===== src/design/eudd_pkg.sv =====
// Package for the encoder unwrap and detent drive block.
// Holds field widths, reset values, register indexes and the detent node table.
// No dependencies.
package eudd_pkg;

  localparam int ANGLE_W   = 14;
  localparam int WORD_W    = 16;
  localparam int DEFL_W    = 12;
  localparam int CENTER_W  = 15;
  localparam int TURN_W    = 8;
  localparam int Q_W       = 4;
  localparam int OUT_W     = 48;

  localparam logic [ANGLE_W:0]    JUMP_LIMIT  = 15'd10000;
  localparam logic [WORD_W-1:0]   NODE_RANGE  = 16'd5000;
  localparam logic [WORD_W-1:0]   NODE_HALF   = 16'd2500;
  localparam int                  NODE_STEPS  = 13;

  localparam logic [ANGLE_W-1:0]  PREV_RESET   = 14'd180;
  localparam logic [WORD_W-1:0]   SCALE_RESET  = 16'd1;
  localparam logic [CENTER_W-1:0] CENTER_RESET = 15'd13700;

  typedef enum logic [0:0] {
    REG_SPEED_SCALE  = 1'b0,
    REG_CENTER_POINT = 1'b1
  } cfg_idx_t;

  // k * 5000, for k up to 13 (65000 still fits in 16 bits)
  function automatic logic [WORD_W-1:0] node_base(input logic [Q_W-1:0] k);
    logic [WORD_W-1:0] base;
    case (k)
      4'd0:    base = 16'd0;
      4'd1:    base = 16'd5000;
      4'd2:    base = 16'd10000;
      4'd3:    base = 16'd15000;
      4'd4:    base = 16'd20000;
      4'd5:    base = 16'd25000;
      4'd6:    base = 16'd30000;
      4'd7:    base = 16'd35000;
      4'd8:    base = 16'd40000;
      4'd9:    base = 16'd45000;
      4'd10:   base = 16'd50000;
      4'd11:   base = 16'd55000;
      4'd12:   base = 16'd60000;
      4'd13:   base = 16'd65000;
      default: base = 16'd0;
    endcase
    return base;
  endfunction

endpackage


===== src/design/eudd_unwrap.sv =====
// Turn counter and previous-angle state for the encoder unwrap.
// Gives the unwrapped angle of the sample being accepted in the same cycle.
// Depends on eudd_pkg.
module eudd_unwrap (
  input  logic                          clk,
  input  logic                          rst,
  input  logic                          accept,
  input  logic [eudd_pkg::ANGLE_W-1:0]  angle,
  output logic [eudd_pkg::WORD_W-1:0]   unwrapped
);
  import eudd_pkg::*;

  logic [ANGLE_W-1:0] previous_angle;
  logic [TURN_W-1:0]  turn_count;
  logic [TURN_W-1:0]  turn_count_next;
  logic               drop;
  logic               rise;

  // 15-bit compares; sums stay below 2^15
  assign drop = {1'b0, previous_angle} > ({1'b0, angle} + JUMP_LIMIT);
  assign rise = {1'b0, angle} > ({1'b0, previous_angle} + JUMP_LIMIT);

  always_comb begin
    turn_count_next = turn_count;
    if (drop) begin
      turn_count_next = turn_count + 8'd1;
    end else if (rise && (turn_count != '0)) begin
      turn_count_next = turn_count - 8'd1;
    end
  end

  // only the low two turn bits reach the 16-bit word
  assign unwrapped = {turn_count_next[1:0], angle};

  always_ff @(posedge clk) begin
    if (rst) begin
      previous_angle <= PREV_RESET;
      turn_count     <= '0;
    end else if (accept) begin
      previous_angle <= angle;
      turn_count     <= turn_count_next;
    end
  end

  a_turn_hold: assert property (@(posedge clk) disable iff (rst)
    !accept |=> $stable(turn_count) && $stable(previous_angle))
    else $error("turn state changed without a sample");

  a_turn_inc: assert property (@(posedge clk) disable iff (rst)
    accept && drop |=> turn_count == $past(turn_count) + 8'd1)
    else $error("drop did not add a turn");

  a_turn_floor: assert property (@(posedge clk) disable iff (rst)
    accept && rise && (turn_count == '0) |=> turn_count == '0)
    else $error("turn count went below zero");

endmodule


===== src/design/encoder_unwrap_detent_drive_top.sv =====
// Top level of the encoder unwrap and detent drive block.
// Five-stage pipeline: unwrap, distance, node count, fold, speed multiply.
// An accepted word passes the stage registers in that order; m_tvalid is stage 5 valid.
// Throughput: one word per cycle while m_tready stays high; each stage holds its
// word only while the next stage is full and stalled, so bubbles are filled
// under back-pressure.
// Reset (synchronous): pipeline empty, previous angle 180, no turns, registers
// at speed_scale 1 and center_point 13700.
module encoder_unwrap_detent_drive_top (
  input  logic                           clk,
  input  logic                           rst,
  input  logic                           s_tvalid,
  output logic                           s_tready,
  input  logic [15:0]                    s_tdata,   // [15:0] raw_sample
  output logic                           m_tvalid,
  input  logic                           m_tready,
  // [15:0] unwrapped_angle, [27:16] deflection, [28] above_center,
  // [29] motor_dir, [45:30] motor_speed, [47:46] zero
  output logic [eudd_pkg::OUT_W-1:0]     m_tdata,
  input  logic                           cfg_we,
  input  eudd_pkg::cfg_idx_t             cfg_index,
  input  logic [15:0]                    cfg_data
);
  import eudd_pkg::*;

  logic [WORD_W-1:0]   speed_scale;
  logic [CENTER_W-1:0] center_point;

  always_ff @(posedge clk) begin
    if (rst) begin
      speed_scale  <= SCALE_RESET;
      center_point <= CENTER_RESET;
    end else if (cfg_we) begin
      case (cfg_index)
        REG_SPEED_SCALE:  speed_scale  <= cfg_data;
        REG_CENTER_POINT: center_point <= cfg_data[CENTER_W-1:0];
        default:          ;
      endcase
    end
  end

  logic v1, v2, v3, v4, v5;
  logic rdy1, rdy2, rdy3, rdy4, rdy5;
  logic accept;

  assign rdy5     = !v5 || m_tready;
  assign rdy4     = !v4 || rdy5;
  assign rdy3     = !v3 || rdy4;
  assign rdy2     = !v2 || rdy3;
  assign rdy1     = !v1 || rdy2;
  assign s_tready = rdy1;
  assign accept   = s_tvalid && s_tready;

  always_ff @(posedge clk) begin
    if (rst) begin
      v1 <= 1'b0;
      v2 <= 1'b0;
      v3 <= 1'b0;
      v4 <= 1'b0;
      v5 <= 1'b0;
    end else begin
      if (rdy1) v1 <= s_tvalid;
      if (rdy2) v2 <= v1;
      if (rdy3) v3 <= v2;
      if (rdy4) v4 <= v3;
      if (rdy5) v5 <= v4;
    end
  end

  // stage 1: unwrap
  logic [WORD_W-1:0] unwrapped_next;
  logic [WORD_W-1:0] angle1;

  eudd_unwrap u_unwrap (
    .clk       (clk),
    .rst       (rst),
    .accept    (accept),
    .angle     (s_tdata[ANGLE_W-1:0]),
    .unwrapped (unwrapped_next)
  );

  always_ff @(posedge clk) begin
    if (rdy1) angle1 <= unwrapped_next;
  end

  // stage 2: signed compare and distance (at most 65535)
  logic signed [WORD_W:0] pos_s;
  logic signed [WORD_W:0] center_s;
  logic signed [WORD_W:0] diff_s;
  logic                   above_next;
  logic [WORD_W-1:0]      angle2;
  logic [WORD_W-1:0]      dist2;
  logic                   above2;

  assign pos_s      = {angle1[WORD_W-1], angle1};
  assign center_s   = {2'b00, center_point};
  assign above_next = pos_s > center_s;
  assign diff_s     = above_next ? (pos_s - center_s) : (center_s - pos_s);

  always_ff @(posedge clk) begin
    if (rdy2) begin
      angle2 <= angle1;
      dist2  <= diff_s[WORD_W-1:0];
      above2 <= above_next;
    end
  end

  // stage 3: number of whole detent spans in the distance
  logic [Q_W-1:0]    q_next;
  logic [WORD_W-1:0] angle3;
  logic [WORD_W-1:0] dist3;
  logic              above3;
  logic [Q_W-1:0]    q3;

  always_comb begin
    q_next = '0;
    for (int k = 1; k <= NODE_STEPS; k++) begin
      if (dist2 >= node_base(Q_W'(k))) q_next = Q_W'(k);
    end
  end

  always_ff @(posedge clk) begin
    if (rdy3) begin
      angle3 <= angle2;
      dist3  <= dist2;
      above3 <= above2;
      q3     <= q_next;
    end
  end

  // stage 4: remainder and fold at the half span
  logic [WORD_W-1:0] rem;
  logic [WORD_W-1:0] folded;
  logic              fold;
  logic [WORD_W-1:0] angle4;
  logic [DEFL_W-1:0] defl4;
  logic              above4;
  logic              dir4;

  assign rem    = dist3 - node_base(q3);
  assign fold   = rem > NODE_HALF;
  assign folded = fold ? (NODE_RANGE - rem) : rem;

  always_ff @(posedge clk) begin
    if (rdy4) begin
      angle4 <= angle3;
      defl4  <= folded[DEFL_W-1:0];
      above4 <= above3;
      dir4   <= fold ^ above3;
    end
  end

  // stage 5: speed, low 16 bits of the product
  logic [WORD_W-1:0] speed_next;
  logic [WORD_W-1:0] angle5;
  logic [DEFL_W-1:0] defl5;
  logic              above5;
  logic              dir5;
  logic [WORD_W-1:0] speed5;

  assign speed_next = {{(WORD_W-DEFL_W){1'b0}}, defl4} * speed_scale;

  always_ff @(posedge clk) begin
    if (rdy5) begin
      angle5 <= angle4;
      defl5  <= defl4;
      above5 <= above4;
      dir5   <= dir4;
      speed5 <= speed_next;
    end
  end

  assign m_tvalid = v5;
  assign m_tdata  = {2'b00, speed5, dir5, above5, defl5, angle5};

  a_defl_range: assert property (@(posedge clk) disable iff (rst)
    m_tvalid |-> {{(WORD_W-DEFL_W){1'b0}}, defl5} <= NODE_HALF)
    else $error("deflection beyond half span");

  a_above_match: assert property (@(posedge clk) disable iff (rst)
    m_tvalid |-> above5 == ($signed({angle5[WORD_W-1], angle5}) >
                            $signed({2'b00, center_point})))
    else $error("above_center disagrees with output angle");

  a_node_dir: assert property (@(posedge clk) disable iff (rst)
    m_tvalid && (defl5 == '0) |-> dir5 == above5)
    else $error("direction wrong on a detent node");

endmodule


===== config.mk =====
export PLATFORM = sky130hd
export DESIGN_NAME = encoder_unwrap_detent_drive_top
export DESIGN_NICKNAME = d
export VERILOG_FILES = /design/src/design/eudd_pkg.sv /design/src/design/eudd_unwrap.sv /design/src/design/encoder_unwrap_detent_drive_top.sv
export SDC_FILE = /design/constraint.sdc
export NUM_CORES = 1
export LEC_CHECK = 0
export BUFFER_PORTS_ARGS = -buffer_cell sky130_fd_sc_hd__buf_2
export CAP_MARGIN = 20
export CORE_MARGIN = 5
export CORE_UTILIZATION = 55
export CTS_CLUSTER_SIZE = 14
export DETAILED_ROUTE_END_ITERATION = 7
export GPL_TIMING_DRIVEN = 0
export MAX_ROUTING_LAYER = met4
export PLACE_DENSITY = 0.83
export SLEW_MARGIN = 10
export SYNTH_ARGS = -nofsm -noshare
export SYNTH_HDL_FRONTEND = slang
export SYNTH_HIERARCHICAL = 1
export SYNTH_SLANG_ARGS = --single-unit

===== constraint.sdc =====
create_clock -name clk -period 12.6 [get_ports clk]
set_clock_uncertainty 0.15 [all_clocks]
set_input_delay 1.89 -clock clk [delete_from_list [all_inputs] [get_ports clk]]
set_output_delay 1.89 -clock clk [all_outputs]
set_load 0.01 [all_outputs]

==> results of run 1 <==
[flip-flops by register name, indices dropped and copies added, names as in the netlist, 4 cells and up]
register                 cells
u_unwrap/previous_angle     14
speed5                      16
angle1                      16
dist2                       16
q3                           4
angle2                      16
center_point                15
angle4                      16
dist3                       16
defl4                       12
angle5                      16
defl5                       12
speed_scale                 16
angle3                      16
u_unwrap/turn_count          8
[worst paths after layout]
path	start	endpoint	slack, ns	cells past startpoint
max reg2reg	speed_scale[3]$_SDFFE_PP0P_	speed5[14]$_DFFE_PP_	7.08	17
max	m_tready	s_tready	6.79	6
min	angle2[10]$_DFFE_PP_	angle3[10]$_DFFE_PP_	0.27	0
min reg2reg	angle2[10]$_DFFE_PP_	angle3[10]$_DFFE_PP_	0.27	0
[per-stage QoR]
| stage | cell area (µm²) | hold WS, ns | power, µW |
|---|---|---|---|
| 2_1_floorplan | 15500 | 0.250 | 2630 |
| 3_3_place_gp | 16400 | 0.253 | 3050 |
| 3_5_place_dp | 16500 | 0.255 | 3120 |
| 4_1_cts | 17300 | 0.265 | 3860 |
| 5_1_grt | 17300 | 0.272 | 4160 |
| 6_report | 17300 | 0.267 | 3860 |
[area by class of cell]
class	instances	area, µm²
tap	378	473
fill	2241	10600
multi-input combinational	1082	8390
sequential	220	6030
antenna	1	2.50
clock inverter	18	206
clock buffer	26	608
timing repair buffer	84	435
buffer	81	417
inverter	193	724
[placed cells by master (no fill, tap or decap), types with 22 or more instances in the layout]
cell type / instances
nand2_1: 216
inv_1: 191
edfxtp_1: 162
ha_1: 118
a21oi_1: 101
buf_2: 92
fa_1: 82
nor2_1: 66
dfxtp_1: 58
o21ai_0: 49
xnor2_1: 48
clkbuf_1: 46
and2_1: 41
nand3_1: 35
clkbuf_16: 24
xor2_1: 23
mux2i_1: 22
[cell families (layout without fill, tap and decap cells)]
kind of cell / after synthesis / after routing / synth area share (%)
AND/OR/NAND/NOR: 492 / 492 / 15.4
AO/OA/AOI/OAI: 291 / 291 / 12.6
buffers and inverters: 274 / 402 / 7.34
flip-flops: 220 / 220 / 38.8
adder cells (fa/ha/maj): 200 / 200 / 20.1
XOR/XNOR: 71 / 71 / 4.00
multiplexers: 26 / 26 / 1.75
other: 1 / 3 / 0.0241
[where the power goes]
group | total [µW] | internal, µW | switching [µW]
clock network | 714 | 432 | 282
logic | 2000 | 807 | 1190
registers | 1140 | 1020 | 127
total | 3860 | 2260 | 1600
[worst max-delay path, cell delays in order]
cell and delay, ns:
buf_2 0.11, nor2b_1 0.32, and3_1 0.21, clkbuf_1 0.25
nand3_1 0.61, buf_2 0.38
[per-layer routing]
layer / vias up / share of wire [%] / GRT usage, % / wire length, µm
met2: 421 / 50 / 40.3 / 17700
met3: 94 / 6.4 / 3.16 / 2270
li1: 5612 / - / - / -
met1: 5671 / 40 / 28.7 / 14400
met4: 0 / 3.6 / 8.06 / 1290
met5: - / 0 / - / 0
==> results_dict.tcl, run 1 <==
set metrics [dict create \
    syn_to_final_growth_pct 11.2 \
    rsz0062_at_grt "false" \
    critPathCaptureType "output pin" \
    cts_buffers 24 \
    grt_overflow 0 \
    grt_first_pass_wirelength_um 58300 \
    die_w_um 178 \
    core_area_um2 27900 \
    vdd_drop_max_v 0.000126 \
    antenna_found_initial 1 \
    tightest_slew_ns 1.02 \
    hpwl_um 27500 \
    drtIter0Drc 1009 \
    syn_inst 1575 \
    yosysTopAreaCell "edfxtp_1" \
    cts.root.buffer_cell "clkbuf_16" \
    drt-total-wl_um 35700 \
    clk_pin_slew_ns 0.06 \
    yosysWarnings 6 \
    ys_types 93 \
    final_nets 1924 \
    drc_errors 0 \
    num_rows 61 \
    synth.area.top_cells "edfxtp_1, fa_1, ha_1" \
    cp_max_fo 18 \
    post_cts.repair.setup_buffers 0 \
    synth-async-reset-ratio_pct 0 \
    grt_max_degree 38 \
    synth_common_cells "nand2_1, inv_1, edfxtp_1" \
    dieArea_um2 31700 \
    ys_ff_latch 220 \
    synthesis.area_um2 15500 \
    ant_nets 0 \
    gp_congestion 1.01 \
    synth_flop_cell "edfxtp_1" \
    htree_num_levels 1 \
    drive_gt1_share_pct 11.3 \
    slew_headroom_pct 30.2 \
    final-instance-count-excl-fill 2083 \
    crit_arrival_ns 3.77 \
    hold_buffers 0 \
    tns_ns 0 \
    status "finished clean" \
    crit_required_ns 10.56 \
    min_period_ns 5.81 \
    cts_tree "yes" \
    powerDensity_nw_per_um2 223 \
    synth_edf_count 162 \
    place_ws_ns 6.78 \
    place_inst 2038 \
    cts_buffer_depth 3 \
    initial_core_util_pct 55.8 \
    post-route-util_pct 62.0 \
    wl_per_cell_um 17.1 \
    slew_viol_final 0 \
    cap_violations 0 \
    setup_slack_ns 6.79 \
    die_h_um 178 \
    num_io_pins 88 \
    p_leak_uw 0.00749 \
    cts_sinks 220 \
    track_usage_pct 23.5 \
    port_buffers 83 \
    period_share_pct 46.1 \
    hp-class "flip-flop to flip-flop" \
    clock_latency_ns 0.53 \
    post_cts_resized 0 \
    finalHoldViolCount 0 \
    crit_type "input port to output pin" \
    yosysSeqAreaShare_pct 38.8 \
    synth_top_area_share_pct 31.3 \
    synth_area_per_cell_um2 9.87 \
    start_kind "input port" \
    grt_pass1_vias 11700 \
    vias_per_cell 5.66 \
    setup_viol 0 \
    dr.pass1.iters 6 \
    synthMostInstantiatedCell "nand2_1" \
    vias 11800 \
    timing.fmax_ghz 0.172 \
]
Note: power is estimated with default switching activity, not from simulation.
==> run 2: changes to the inputs <==
--- a/config.mk
+++ b/config.mk
@@ -13,7 +13,7 @@
 export DETAILED_ROUTE_END_ITERATION = 7
 export GPL_TIMING_DRIVEN = 0
 export MAX_ROUTING_LAYER = met4
-export PLACE_DENSITY = 0.83
+export PLACE_DENSITY = 0.86
 export SLEW_MARGIN = 10
 export SYNTH_ARGS = -nofsm -noshare
 export SYNTH_HDL_FRONTEND = slang
==> constraint.sdc (replaced) <==
create_clock -name clk -period 5.06 [get_ports clk]
set_clock_uncertainty 0.15 [all_clocks]
set_input_delay 0.759 -clock clk [delete_from_list [all_inputs] [get_ports clk]]
set_output_delay 0.759 -clock clk [all_outputs]
set_load 0.01 [all_outputs]
==> results_dict.tcl, run 2 (same netlist as run 1, synthesis figures left out) <==
set metrics [dict create \
    htree_num_levels 1 \
    cp_max_fo 8 \
    timing.fmax_ghz 0.203 \
    clock_latency_ns 0.52 \
    setup_viol 0 \
    path_delay_family "adder cells" \
    crit_required_ns 5.18 \
    cap_violations 0 \
    cts_sinks 220 \
    drtIter0Drc 1078 \
    critPathBufInv 2 \
    final_nets 1931 \
    status "finished clean" \
    finalHoldViolCount 0 \
    drive_gt1_share_pct 13.6 \
    dr.pass1.iters 6 \
    fill_cells 2195 \
    crit_chain "and2_1, fa_1, fa_1, fa_1, fa_1, inv_1, fa_1, inv_1, ha_2, nand3_1, nand2_1, a41oi_2, nor2b_2, xnor2_1" \
    wl_per_cell_um 17.5 \
    hp-class "flip-flop to flip-flop" \
    num_rows 61 \
    start_kind "flip-flop" \
    ant_nets 0 \
    vias_per_cell 5.73 \
    critPathCaptureType "flip-flop" \
    hpwl_um 27500 \
    grt_first_pass_wirelength_um 59900 \
    drt-total-wl_um 36500 \
    cts_buffer_depth 3 \
    tightest_slew_ns 0.945 \
    drc_errors 0 \
    final_cell_mix "nand2_1, inv_1, edfxtp_1" \
    rsz0062_at_grt "true" \
    grt_overflow 0 \
    place_inst 2038 \
    dpl-instance-area_um2 16500 \
    crit_path_max_incr_delay_ns 0.56 \
    clk_pin_slew_ns 0.06 \
    gp_congestion 0.975 \
    vdd_drop_max_v 0.000435 \
    final_common_cell "nand2_1" \
    die_h_um 178 \
    grt_pass1_vias 12000 \
    finish.instance_area_um2 17400 \
    cts_tree "yes" \
    powerDensity_nw_per_um2 560 \
    die_w_um 178 \
    slew_viol_final 0 \
    cpMostUsedCell "fa_1" \
    final-instance-count-excl-fill 2089 \
    crit_type "flip-flop to flip-flop" \
    cts_buffers 24 \
    slowest_stage "edfxtp_1" \
    vias 12000 \
    grt_max_degree 40 \
    slew_headroom_pct 35.3 \
    min_period_ns 4.92 \
    syn_to_final_growth_pct 12.1 \
    cts.root.buffer_cell "clkbuf_16" \
    dieArea_um2 31700 \
    num_io_pins 88 \
    diodes 0 \
    core_area_um2 27900 \
    track_usage_pct 23.9 \
    crit_arrival_ns 5.04 \
    port_buffers 83 \
    antenna_found_initial 0 \
    period_share_pct 97.2 \
    hold_buffers 0 \
    initial_core_util_pct 55.8 \
    p_leak_uw 0.00756 \
]
run 2: where the power goes:
part	internal [µW]	switching, µW	total [µW]	leakage, µW
Clock	964	694	1660	0.000369
Sequential	2530	289	2820	0.00221
Combinational	2170	3110	5280	0.00498
run 2: metal layers:
layer	GRT usage, %	routed length (µm)	up-vias
met4	7.61	1310	0
met2	42.0	18700	476
met5	-	0	-
met1	28.5	14000	5740
li1	-	-	5639
met3	3.60	2510	105
run 2: final timing paths:
check | start | end | slack (ns) | cells after the start
hold / removal | angle4[7]$_DFFE_PP_ | angle5[7]$_DFFE_PP_ | 0.27 | 0
hold reg to reg | angle4[7]$_DFFE_PP_ | angle5[7]$_DFFE_PP_ | 0.27 | 0
setup / recovery | defl4[9]$_DFFE_PP_ | speed5[13]$_DFFE_PP_ | 0.14 | 14
setup reg to reg | defl4[9]$_DFFE_PP_ | speed5[13]$_DFFE_PP_ | 0.14 | 14
run 2: repair_timing:
item                       CTS  global route
cloned                       0             0
resized for setup           20            32
setup endpoints to repair    4             4
pin swaps                    0             4
hold endpoints to repair     0             0
buffers inserted             7             7
run 2: area by class of cell:
cell class	instances	area [µm²]	area share, %
inverters	193	724	4.16
plain buffers	74	430	2.47
clock buffers	34	699	4.01
flip-flops and latches	220	6030	34.6
clock inverters	10	58.8	0.337
repair buffers	98	548	3.14
well taps	378	473	2.71
multi-input cells	1082	8460	48.6
run 2: stage by stage:
| stage | hold WS (ns) | setup slack (ns) | util [%] | TNS, ns | power, µW |
|---|---|---|---|---|---|
| after floorplan | 0.250 | 0.265 | - | 0 | 6540 |
| after global placement | 0.251 | -0.299 | 59.0 | -0.490 | 7560 |
| after detailed placement | 0.255 | -0.383 | 59.1 | -0.846 | 7760 |
| after CTS | 0.266 | 0.00212 | 62.1 | 0 | 9570 |
| after global routing | 0.273 | -0.0697 | 62.6 | -0.0740 | 10500 |
| final | 0.266 | 0.144 | 62.6 | 0 | 9760 |
==> run 3: changes to the inputs <==
--- a/config.mk
+++ b/config.mk
@@ -14,6 +14,7 @@
 export GPL_TIMING_DRIVEN = 0
 export MAX_ROUTING_LAYER = met4
 export PLACE_DENSITY = 0.86
+export SETUP_SLACK_MARGIN = 0.4
 export SLEW_MARGIN = 10
 export SYNTH_ARGS = -nofsm -noshare
 export SYNTH_HDL_FRONTEND = slang
==> results_dict.tcl, run 3 (same netlist as run 1, synthesis figures left out) <==
set metrics [dict create \
    status "finished with violations" \
    violations "setup timing" \
    dieArea_um2 31700 \
    drive_gt1_share_pct 19.1 \
    final_nets 1979 \
    die_w_um 178 \
    drc_errors 0 \
    grt_first_pass_wirelength_um 63200 \
    crit_arrival_ns 5.23 \
    start_kind "flip-flop" \
    ant_nets 0 \
    internal_power_uw 6280 \
    htree_num_levels 1 \
    rsz0062_at_grt "true" \
    finalHoldViolCount 0 \
    grt_max_degree 38 \
    cts_tree "yes" \
    initial_core_util_pct 55.8 \
    hold_buffers 0 \
    pwr-share-comb_pct 58.2 \
    timing.fmax_ghz 0.196 \
    crit_required_ns 5.19 \
    final-instance-count-excl-fill 2144 \
    power.net_switching_uw 4720 \
    antenna_found_initial 6 \
    p_leak_uw 0.00785 \
    sequentialPowerShare_pct 25.6 \
    clock_latency_ns 0.55 \
    tns_ns -0.0537 \
    slowest_stage "fa_1" \
    clockPowerShare_pct 16.2 \
    cp_max_fo 5 \
    drt-total-wl_um 42500 \
    dr.pass1.iters 7 \
    slew_viol_final 0 \
    powerDensity_nw_per_um2 605 \
    tightest_slew_ns 0.991 \
    crit_type "flip-flop to flip-flop" \
    hpwl_um 27200 \
    cap_violations 0 \
    core_area_um2 27900 \
    place_inst 2038 \
    wl_per_cell_um 19.8 \
    cts_buffer_depth 3 \
    final_cell_mix "nand2_1, inv_1, edfxtp_1" \
    port_buffers 83 \
    die_h_um 178 \
    cts_buffers 25 \
    vias 12800 \
    syn_to_final_growth_pct 16.8 \
    p_sw_share_pct 42.9 \
    cpMostUsedCell "fa_1" \
    clk_pin_slew_ns 0.06 \
    grt_pass1_vias 12500 \
    crit_chain "buf_8, buf_4, nand2_1, fa_1, inv_2, fa_1, fa_2, fa_1, inv_2, fa_1, inv_2, ha_4, nor2b_2, a221oi_2, nand2_1" \
    num_io_pins 88 \
    crit_path_max_incr_delay_ns 0.69 \
    final_common_cell "nand2_1" \
    gp_congestion 0.984 \
    vdd_drop_max_v 0.000392 \
    drtIter0Drc 1430 \
    critPathCaptureType "flip-flop" \
    grt_overflow 0 \
    setup_slack_ns -0.0352 \
    cts.root.buffer_cell "clkbuf_16" \
    track_usage_pct 25.5 \
    slew_headroom_pct 32.2 \
    min_period_ns 5.10 \
    cts_sinks 220 \
    setup_viol 2 \
    num_rows 61 \
    vias_per_cell 5.96 \
    fill_cells 1971 \
    hp-class "flip-flop to flip-flop" \
    period_share_pct 101 \
]
## run 3: cell types whose count changed in the layout (fill, tap and decap cells not counted), moves of 7 or more
cell,previous run,this run
inv_2,2,17
diode_2,0,7
ha_4,4,11
buf_4,38,71
ha_1,113,104
inv_1,191,176
## run 3: path summary, 6_finish.rpt
| kind | from | endpoint | slack (ns) | cells past startpoint |
|---|---|---|---|---|
| setup / recovery | defl4[5]$_DFFE_PP_ | speed5[14]$_DFFE_PP_ | -0.04 | 15 |
| hold / removal | angle4[12]$_DFFE_PP_ | angle5[12]$_DFFE_PP_ | 0.26 | 0 |
| setup reg to reg | defl4[5]$_DFFE_PP_ | speed5[14]$_DFFE_PP_ | -0.04 | 15 |
| hold reg to reg | angle4[12]$_DFFE_PP_ | angle5[12]$_DFFE_PP_ | 0.26 | 0 |
## run 3: power by group through the flow
stage	combinational, µW	sequential, µW	clock, µW
final	6400	2810	1780
after global routing	6920	2850	1890
after CTS	5520	2790	1800
after detailed placement	4940	2860	0
after global placement	4760	2850	0
after floorplan	3770	2800	0
## run 3: what timing repair did
action / 4_1_cts / 5_1_grt
pin swaps: 41 / 56
resized for setup: 74 / 56
buffers inserted: 23 / 29
cloned: 2 / 0
setup endpoints to repair: 7 / 17
endpoints found under the hold margin: 0 / 0
## run 3: area by class of cell
| cell class | instances | area (µm²) | share of cell area [%] |
|---|---|---|---|
| flip-flops and latches | 220 | 6040 | 33.2 |
| inverters | 193 | 724 | 3.99 |
| clock inverters | 18 | 165 | 0.909 |
| repair buffers | 138 | 871 | 4.80 |
| well taps | 378 | 473 | 2.60 |
| clock buffers | 27 | 633 | 3.49 |
| multi-input cells | 1082 | 8700 | 47.9 |
| diodes | 7 | 17.5 | 0.0965 |
| plain buffers | 81 | 543 | 2.99 |
## run 3: critical path, delay by kind of cell (launching register included)
kind / cells / cell delay (ns)
buf+inv: 5 / 0.42
compound gates: 1 / 0.27
fa+ha+maj: 6 / 3.04
flops: 1 / 0.51
simple gates: 3 / 0.43
## run 3: per-layer routing
| layer | vias up | GRT usage [%] | share of wire (%) |
|---|---|---|---|
| met3 | 243 | 4.98 | 10 |
| met4 | 0 | 10.9 | 6.6 |
| met1 | 6008 | 30.7 | 36 |
| met5 | - | - | 0 |
| met2 | 792 | 42.1 | 47 |
| li1 | 5741 | - | - |
## run 3: per-stage QoR
| stage | area [µm²] | util (%) | hold WS (ns) | power [µW] | setup WS [ns] |
|---|---|---|---|---|---|
| after floorplan | 15600 | - | 0.250 | 6580 | 0.401 |
| after global placement | 16500 | 59.1 | 0.252 | 7610 | -0.131 |
| after detailed placement | 16500 | 59.2 | 0.255 | 7800 | -0.245 |
| after CTS | 17800 | 63.8 | 0.269 | 10100 | 0.377 |
| after global routing | 18200 | 65.2 | 0.273 | 11700 | -0.0678 |
| final | 18200 | 65.2 | 0.263 | 11000 | -0.0352 |
